===== config.mk =====
export PLATFORM = sky130hd
export DESIGN_NAME = sha1_block_compression
export DESIGN_NICKNAME = d
export VERILOG_FILES = /design/src/rtl/sha1bc_pkg.sv /design/src/rtl/sha1_block_compression.sv
export SDC_FILE = /design/constraint.sdc
export NUM_CORES = 2
export LEC_CHECK = 0
export BUFFER_PORTS_ARGS = -buffer_cell sky130_fd_sc_hd__buf_2
export CAP_MARGIN = 20
export CORE_MARGIN = 2
export CORE_UTILIZATION = 55
export DETAILED_ROUTE_END_ITERATION = 8
export PLACE_DENSITY = 0.71
export RECOVER_POWER = 100
export SYNTH_ARGS = -nofsm -noshare
export SYNTH_HDL_FRONTEND = slang
export SYNTH_SLANG_ARGS = --single-unit

===== constraint.sdc =====
create_clock -name i_clk -period 22.5 [get_ports i_clk]
set_input_delay 4.5 -clock i_clk [delete_from_list [all_inputs] [get_ports i_clk]]
set_output_delay 4.5 -clock i_clk [all_outputs]
set_load 0.01 [all_outputs]

===== src/rtl/sha1bc_pkg.sv =====
// shared types, constants and round functions for the sha1 block compression
package sha1bc_pkg;

    localparam int unsigned WORD_W     = 32;
    localparam int unsigned NUM_CHAIN  = 5;
    localparam int unsigned NUM_MSG    = 16;
    localparam int unsigned NUM_ROUNDS = 80;
    localparam int unsigned ROUND_W    = 7;
    localparam int unsigned IDX_W      = 4;
    localparam int unsigned DIDX_W     = 3;
    localparam int unsigned IN_USER_W  = 1 + IDX_W;

    localparam logic CMD_CHAIN = 1'b0;
    localparam logic CMD_MSG   = 1'b1;

    localparam logic [WORD_W-1:0] K0 = 32'h5A82_7999;
    localparam logic [WORD_W-1:0] K1 = 32'h6ED9_EBA1;
    localparam logic [WORD_W-1:0] K2 = 32'h8F1B_BCDC;
    localparam logic [WORD_W-1:0] K3 = 32'hCA62_C1D6;

    localparam logic [ROUND_W-1:0] ROUND_LAST = ROUND_W'(NUM_ROUNDS - 1);
    localparam logic [ROUND_W-1:0] ROUND_P1   = ROUND_W'(20);
    localparam logic [ROUND_W-1:0] ROUND_P2   = ROUND_W'(40);
    localparam logic [ROUND_W-1:0] ROUND_P3   = ROUND_W'(60);
    localparam logic [ROUND_W-1:0] ROUND_SCHED = ROUND_W'(NUM_MSG);
    localparam logic [DIDX_W-1:0]  DIDX_LAST  = DIDX_W'(NUM_CHAIN - 1);
    localparam logic [IDX_W-1:0]   MSG_LAST   = IDX_W'(NUM_MSG - 1);
    localparam logic [IDX_W-1:0]   CHAIN_LIM  = IDX_W'(NUM_CHAIN);

    typedef logic [WORD_W-1:0] t_word;

    typedef enum logic [1:0] {
        ST_IDLE,
        ST_ROUND,
        ST_ADD
    } t_state;

    function automatic t_word rotl(input t_word v, input int unsigned s);
        rotl = (v << s) | (v >> (WORD_W - s));
    endfunction

    function automatic t_word round_f(input logic [ROUND_W-1:0] t,
                                      input t_word b, input t_word c,
                                      input t_word d);
        if (t < ROUND_P1) begin
            round_f = (b & c) | (~b & d);
        end else if (t < ROUND_P2) begin
            round_f = b ^ c ^ d;
        end else if (t < ROUND_P3) begin
            round_f = (b & c) | (b & d) | (c & d);
        end else begin
            round_f = b ^ c ^ d;
        end
    endfunction

    function automatic t_word round_k(input logic [ROUND_W-1:0] t);
        if (t < ROUND_P1) begin
            round_k = K0;
        end else if (t < ROUND_P2) begin
            round_k = K1;
        end else if (t < ROUND_P3) begin
            round_k = K2;
        end else begin
            round_k = K3;
        end
    endfunction

endpackage


===== src/rtl/sha1_block_compression.sv =====
// sha1 compression of one 512-bit block with a shared one-round-per-cycle unit
//
// input channel s_axis: one 32-bit word per item in tdata, tuser[0] is the
// command (0 loads chaining word H0..H4, 1 loads message word W0..W15) and
// tuser[4:1] the word position. chaining positions above 4 are dropped.
// loading message word 15 starts a compression: 80 rounds, one per cycle,
// then the five sums into the chaining words, one add per cycle while output is free.
// output channel m_axis: five items per compression, tdata the updated
// chaining word, tuser its index 0..4, tlast on index 4.
// after the word 15 item is accepted the rounds run, then each sum goes to
// the output register; digest words follow one per cycle while m_axis_tready
// is high. a full block spends most of its time in the 80 passes through
// the round unit.
// s_axis_tready is low from word 15 until the fifth sum is in the output
// register; the next block can load while that word waits to be taken.
// a stalled receiver holds the digest sequence in place.
// reset clears the chaining words, working variables and control state;
// the message window must be written before its first use.
module sha1_block_compression (
    input  logic                             i_clk,
    input  logic                             i_rst_n,
    input  logic                             s_axis_tvalid,
    output logic                             s_axis_tready,
    input  logic [sha1bc_pkg::WORD_W-1:0]    s_axis_tdata,  // word
    input  logic [sha1bc_pkg::IN_USER_W-1:0] s_axis_tuser,  // cmd, word_index
    output logic                             m_axis_tvalid,
    input  logic                             m_axis_tready,
    output logic [sha1bc_pkg::WORD_W-1:0]    m_axis_tdata,  // digest_word
    output logic [sha1bc_pkg::DIDX_W-1:0]    m_axis_tuser,  // digest_index
    output logic                             m_axis_tlast
);
    import sha1bc_pkg::*;

    t_state             r_state, n_state;
    t_word              r_h [NUM_CHAIN];
    t_word              r_v [NUM_CHAIN];
    t_word              r_w [NUM_MSG];
    logic [ROUND_W-1:0] r_round;
    logic [DIDX_W-1:0]  r_didx;
    logic               r_m_valid;
    t_word              r_m_data;
    logic [DIDX_W-1:0]  r_m_idx;
    logic               r_m_last;

    logic               in_acc;
    logic               in_cmd;
    logic [IDX_W-1:0]   in_idx;
    logic               start;
    logic               out_free;
    logic               do_add;
    t_word              sched_w;
    t_word              w_cur;
    t_word              tmp;
    t_word              sum;

    assign in_cmd   = s_axis_tuser[0];
    assign in_idx   = s_axis_tuser[IN_USER_W-1:1];
    assign in_acc   = s_axis_tvalid && s_axis_tready;
    assign start    = in_acc && (in_cmd == CMD_MSG) && (in_idx == MSG_LAST);
    assign out_free = !r_m_valid || m_axis_tready;
    assign do_add   = (r_state == ST_ADD) && out_free;

    // window index 0 holds w[t] in rounds 0..15, else w[t-16]; 13 w[t-3], 8 w[t-8], 2 w[t-14]
    assign sched_w = rotl(r_w[13] ^ r_w[8] ^ r_w[2] ^ r_w[0], 1);
    assign w_cur   = (r_round < ROUND_SCHED) ? r_w[0] : sched_w;
    assign tmp     = rotl(r_v[0], 5) + round_f(r_round, r_v[1], r_v[2], r_v[3])
                     + r_v[4] + round_k(r_round) + w_cur;
    assign sum     = r_h[r_didx] + r_v[r_didx];

    always_ff @(posedge i_clk) begin
        if (!i_rst_n) begin
            r_state <= ST_IDLE;
        end else begin
            r_state <= n_state;
        end
    end

    always_comb begin
        n_state       = r_state;
        s_axis_tready = 1'b0;
        case (r_state)
            ST_IDLE: begin
                s_axis_tready = 1'b1;
                if (start) begin
                    n_state = ST_ROUND;
                end
            end
            ST_ROUND: begin
                if (r_round == ROUND_LAST) begin
                    n_state = ST_ADD;
                end
            end
            ST_ADD: begin
                if (out_free && r_didx == DIDX_LAST) begin
                    n_state = ST_IDLE;
                end
            end
            default: begin
                n_state = ST_IDLE;
            end
        endcase
    end

    // round and sum counters
    always_ff @(posedge i_clk) begin
        if (!i_rst_n) begin
            r_round <= '0;
            r_didx  <= '0;
        end else begin
            if (r_state == ST_ROUND) begin
                r_round <= (r_round == ROUND_LAST) ? '0 : r_round + 1'b1;
            end
            if (do_add) begin
                r_didx <= (r_didx == DIDX_LAST) ? '0 : r_didx + 1'b1;
            end
        end
    end

    // chaining words and working variables
    always_ff @(posedge i_clk) begin
        if (!i_rst_n) begin
            for (int i = 0; i < NUM_CHAIN; i++) begin
                r_h[i] <= '0;
                r_v[i] <= '0;
            end
        end else begin
            if (in_acc && in_cmd == CMD_CHAIN && in_idx < CHAIN_LIM) begin
                r_h[in_idx[DIDX_W-1:0]] <= s_axis_tdata;
            end
            if (start) begin
                for (int i = 0; i < NUM_CHAIN; i++) begin
                    r_v[i] <= r_h[i];
                end
            end
            if (r_state == ST_ROUND) begin
                r_v[0] <= tmp;
                r_v[1] <= r_v[0];
                r_v[2] <= rotl(r_v[1], 30);
                r_v[3] <= r_v[2];
                r_v[4] <= r_v[3];
            end
            if (do_add) begin
                r_h[r_didx] <= sum;
            end
        end
    end

    // message window, a shift line that comes back into slot order after 80 rounds
    always_ff @(posedge i_clk) begin
        if (in_acc && in_cmd == CMD_MSG) begin
            r_w[in_idx] <= s_axis_tdata;
        end
        if (r_state == ST_ROUND) begin
            for (int i = 0; i < NUM_MSG - 1; i++) begin
                r_w[i] <= r_w[i+1];
            end
            r_w[NUM_MSG-1] <= w_cur;
        end
    end

    // output register
    always_ff @(posedge i_clk) begin
        if (!i_rst_n) begin
            r_m_valid <= 1'b0;
        end else if (do_add) begin
            r_m_valid <= 1'b1;
        end else if (m_axis_tready) begin
            r_m_valid <= 1'b0;
        end
    end

    always_ff @(posedge i_clk) begin
        if (do_add) begin
            r_m_data <= sum;
            r_m_idx  <= r_didx;
            r_m_last <= (r_didx == DIDX_LAST);
        end
    end

    assign m_axis_tvalid = r_m_valid;
    assign m_axis_tdata  = r_m_data;
    assign m_axis_tuser  = r_m_idx;
    assign m_axis_tlast  = r_m_last;

`ifndef SYNTHESIS
    a_round_to_add: assert property (@(posedge i_clk) disable iff (!i_rst_n)
        (r_state == ST_ROUND && r_round == ROUND_LAST) |=> (r_state == ST_ADD))
        else $error("round sequence did not end in the sum phase");

    a_round_zero_at_start: assert property (@(posedge i_clk) disable iff (!i_rst_n)
        start |=> (r_state == ST_ROUND && r_round == '0))
        else $error("compression did not start at round zero");

    a_idle_counters: assert property (@(posedge i_clk) disable iff (!i_rst_n)
        (r_state == ST_IDLE) |-> (r_round == '0 && r_didx == '0))
        else $error("counters not cleared while idle");

    a_last_index: assert property (@(posedge i_clk) disable iff (!i_rst_n)
        (r_m_valid && r_m_last) |-> (r_m_idx == DIDX_LAST))
        else $error("last marker on wrong digest word");

    a_hold_on_stall: assert property (@(posedge i_clk) disable iff (!i_rst_n)
        (r_m_valid && !m_axis_tready) |=> (r_m_valid && $stable(r_m_data)
                                          && $stable(r_m_idx)))
        else $error("digest word changed while stalled");
`endif

endmodule


==> run summary <==
CP Class -> in2reg
Resize count post-CTS -> 0
fmax -> 0.0657 GHz
port buffer count -> 78
sw power -> 1070 uW
cts bufs inserted -> 102
Min-Delay Path Class -> reg2reg
GR Overflow Total -> 0
first-pass GRT wire length -> 190000 um
Pins Over Slew Limit -> 1358
VDD IR max -> 101 uV
Initial Util -> 55.4%
clock power share -> 40.1%
post-layout minimum cycle time -> 15.21 ns
Worst Hold Path EP -> r_w[13][3]
Remaining DRCs -> 0
Pwr Density -> 80.8 mW/mm2
Die Area -> 0.0911 mm2
DP Wirelength -> 81000 um
placed cell count -> 4544
Synth area leader -> edfxtp_1
clk buf depth -> 3
syn avg cell area -> 13.9 um2
Synth Warn # -> 0
Total Routing Usage GR -> 28.1%
Final Instance Area -> 0.0533 mm2
clock skew -> 0.0373 ns
GP Congestion -> 0.916
Final Non-Filler Cells -> 4738
logic gate share of total power -> 11.5%
H-tree Lvls -> 3
max cap viols -> 36
placement row count -> 109
sequential share of power -> 48.5%
ys flop type -> edfxtp_1
Reg2Reg Depth -> 8
Worst slew margin -> -242%
placeable core area -> 0.0881 mm2
CP arrival -> 15.22 ns
clock slew at reported path FFs -> 0.06 ns
Setup TNS -> 0 ns
static leakage -> 0.0211 uW
reg2reg setup slack -> 10.78 ns
overall power -> 4310 uW
nets@finish -> 3717
hold buffer count at CTS -> 0
CTS sink count -> 980
final hold vios -> 0
Area Overhead vs Synth -> 9.30%
Sw Share -> 24.8%
via count -> 30.1k
critical path launch point type -> primary input
sequential fraction of the synthesis area -> 60.0%
CTS Root Cell -> clkbuf_16
Synth area leaders -> edfxtp_1, a21o_1, fa_1, mux4_2, xnor2_1
delay-heaviest family, CP -> compound AO/OA/AOI/OAI gates
post-synth top area share -> 59.3%
# fillers -> 6832
I/O pin count -> 79
slowest stage delay, CP -> 3.82 ns
CP required -> 22.51 ns
vias in the first global route -> 29.4k
Yosys reg bits -> 980
Setup violations, final -> 0
layout cells sized above 1 -> 10.5%
critical-path maximum fanout -> 43
Int Pwr -> 3240 uW
placed cell areas -> 0.0503 mm2
post-CTS setup buffers -> 0
1st-iter DRT viols -> 3748
post-synthesis cell type count -> 85
largest net degree at the start of global routing -> 257
antenna violations before repair -> 4
unrepaired setup endpoints after global routing -> false
hold path cells -> 1
Final period util -> 67.6%
final antenna-violating net count -> 0
drt via density -> 6.36
R2R Path End -> r_h[4][16]
Worst-Margin Slew -> 5.07 ns
wire length per cell -> 26.9 um
status -> finished with violations
slowest CP cell -> o21ai_0
violated checks -> max-capacitance violations, max-slew violations
reg2reg start -> r_state[0]
Die Span Y -> 302 um
Critical path buffers and inverters -> 3
Post-synth ARST share -> 0%
worst path cell trace -> buf_2 > nand2b_1 > nor2b_2 > clkbuf_1 > and2_0 > clkbuf_1 > nor3b_1 > o21ai_0 > nand2_2
critical path capture point type -> flop
TritonCTS clock tree -> yes
synthesized area -> 0.0488 mm2
Post-Syn Instances -> 3502
critical hold path startpoint -> r_w[14][3]
most used cell, CP -> clkbuf_1
number of flops mapped to enable cells by yosys -> 964
WL final -> 127000 um
DR pass1 iterations -> 6
Skew-Pair Late Insertion Delay -> 0.68 ns
Die W -> 302 um
Synth Net Count -> 3735
==> state kept, by name, summed over array words and instances (netlist names), named ones only <==
signal	cells
m_axis_tuser	3
r_h	256
m_axis_tvalid	1
r_w	512
r_round	7
m_axis_tlast	1
r_v	160
r_didx	3
m_axis_tdata	32
r_state	2
==> cell usage after synthesis, types with 10 or more instances <==
cell and count:
edfxtp_1 964, a21o_1 523, nor2_1 225, inv_1 217
clkbuf_1 201, nand2_1 134, xnor2_1 134, fa_1 121
a22o_1 116, o21ai_0 103, mux4_2 96, a21oi_1 82
ha_1 71, mux2_2 61, mux2i_1 59, and2_1 42
buf_2 36, nand2b_1 19, nand3_1 19, xor2_1 19
a221o_1 18, o21bai_1 18, dfxtp_1 16, o211ai_1 12
and3_1 11, nor2b_1 11, nor3_1 10
==> cell type report <==
| cell class | count | area [um2] | share of cell area [%] |
|---|---|---|---|
| Sequential cell | 980 | 29300 | 54.9 |
| Multi-Input combinational cell | 2057 | 17800 | 33.4 |
| Clock buffer | 124 | 2700 | 5.06 |
| Tap cell | 1165 | 1460 | 2.73 |
| Inverter | 219 | 822 | 1.54 |
| Clock inverter | 65 | 706 | 1.32 |
| Timing Repair Buffer | 124 | 567 | 1.06 |
| Antenna cell | 4 | 10.0 | 0.0188 |
==> per-layer routing <==
metal	up-vias	global-route usage [%]	part of all wire, %
li1	13000	-	-
met1	15500	41.3	42
met2	1465	42.5	45
met3	217	5.32	9.6
met4	2	9.84	3.6
met5	-	0	0.0094
==> cells by family (layout without fill, tap and decap cells) <==
family	Yosys count	after routing	share of synthesized area (%)
flops	980	980	60.0
compound gates	979	979	14.8
xor+xnor	153	153	2.75
other cells	0	4	0
fa+ha+maj	192	192	6.79
mux	223	223	7.30
simple gates	510	510	4.72
buf+inv	465	532	3.68
==> power by group through the flow <==
stage                     Clock, uW  Combinational [uW]  Sequential, uW
after floorplan                   0                 347            2110
after global placement            0                 477            2120
after detailed placement          0                 485            2120
after CTS                      1740                 491            2080
after global routing           1810                 540            2090
final                          1730                 493            2090
==> cells in the final DEF, fill, tap and decap left out, types with 10 or more instances in the layout <==
| master | count |
|---|---|
| dfxtp_1 | 14 |
| clkinv_1 | 17 |
| clkbuf_1 | 117 |
| mux4_2 | 96 |
| a21oi_1 | 83 |
| and3_1 | 11 |
| nor3_1 | 10 |
| o21ai_0 | 96 |
| fa_1 | 121 |
| a211oi_1 | 10 |
| ha_1 | 71 |
| edfxtp_1 | 964 |
| a21o_1 | 523 |
| xnor2_1 | 134 |
| a22o_1 | 116 |
| o211ai_1 | 14 |
| a221o_1 | 18 |
| xor2_1 | 19 |
| clkbuf_16 | 104 |
| buf_4 | 16 |
| o21bai_1 | 19 |
| nand2b_1 | 18 |
| mux2i_1 | 66 |
| nand2_1 | 133 |
| mux2_2 | 60 |
| nor2_1 | 226 |
| bufinv_16 | 12 |
| and2_0 | 35 |
| nand3_1 | 19 |
| clkinv_2 | 19 |
| o21ai_4 | 12 |
| inv_1 | 217 |
==> worst max path at each step <==
| stage | start | end | slack [ns] | cells past startpoint |
|---|---|---|---|---|
| after floorplan | i_rst_n | r_v[0][0] | 12.21 | 3 |
| after global placement | m_axis_tready | r_h[4][14] | 13.69 | 9 |
| after detailed placement | m_axis_tready | r_h[4][0] | 13.58 | 9 |
| after CTS | m_axis_tready | r_h[4][16] | 14.25 | 9 |
| after global routing | m_axis_tready | r_h[4][16] | 7.17 | 9 |
| final | m_axis_tready | r_h[4][16] | 7.29 | 9 |
==> stage by stage <==
| step | setup slack, ns | util, % | hold WS, ns |
|---|---|---|---|
| floorplan | 12.21 | - | 0.458 |
| global placement | 13.69 | 57.1 | 0.474 |
| detailed placement | 13.58 | 57.1 | 0.488 |
| CTS | 14.25 | 60.9 | 0.497 |
| global route | 7.17 | 60.5 | 0.515 |
| finish | 7.29 | 60.5 | 0.497 |
(Power assumes the default switching activity.)
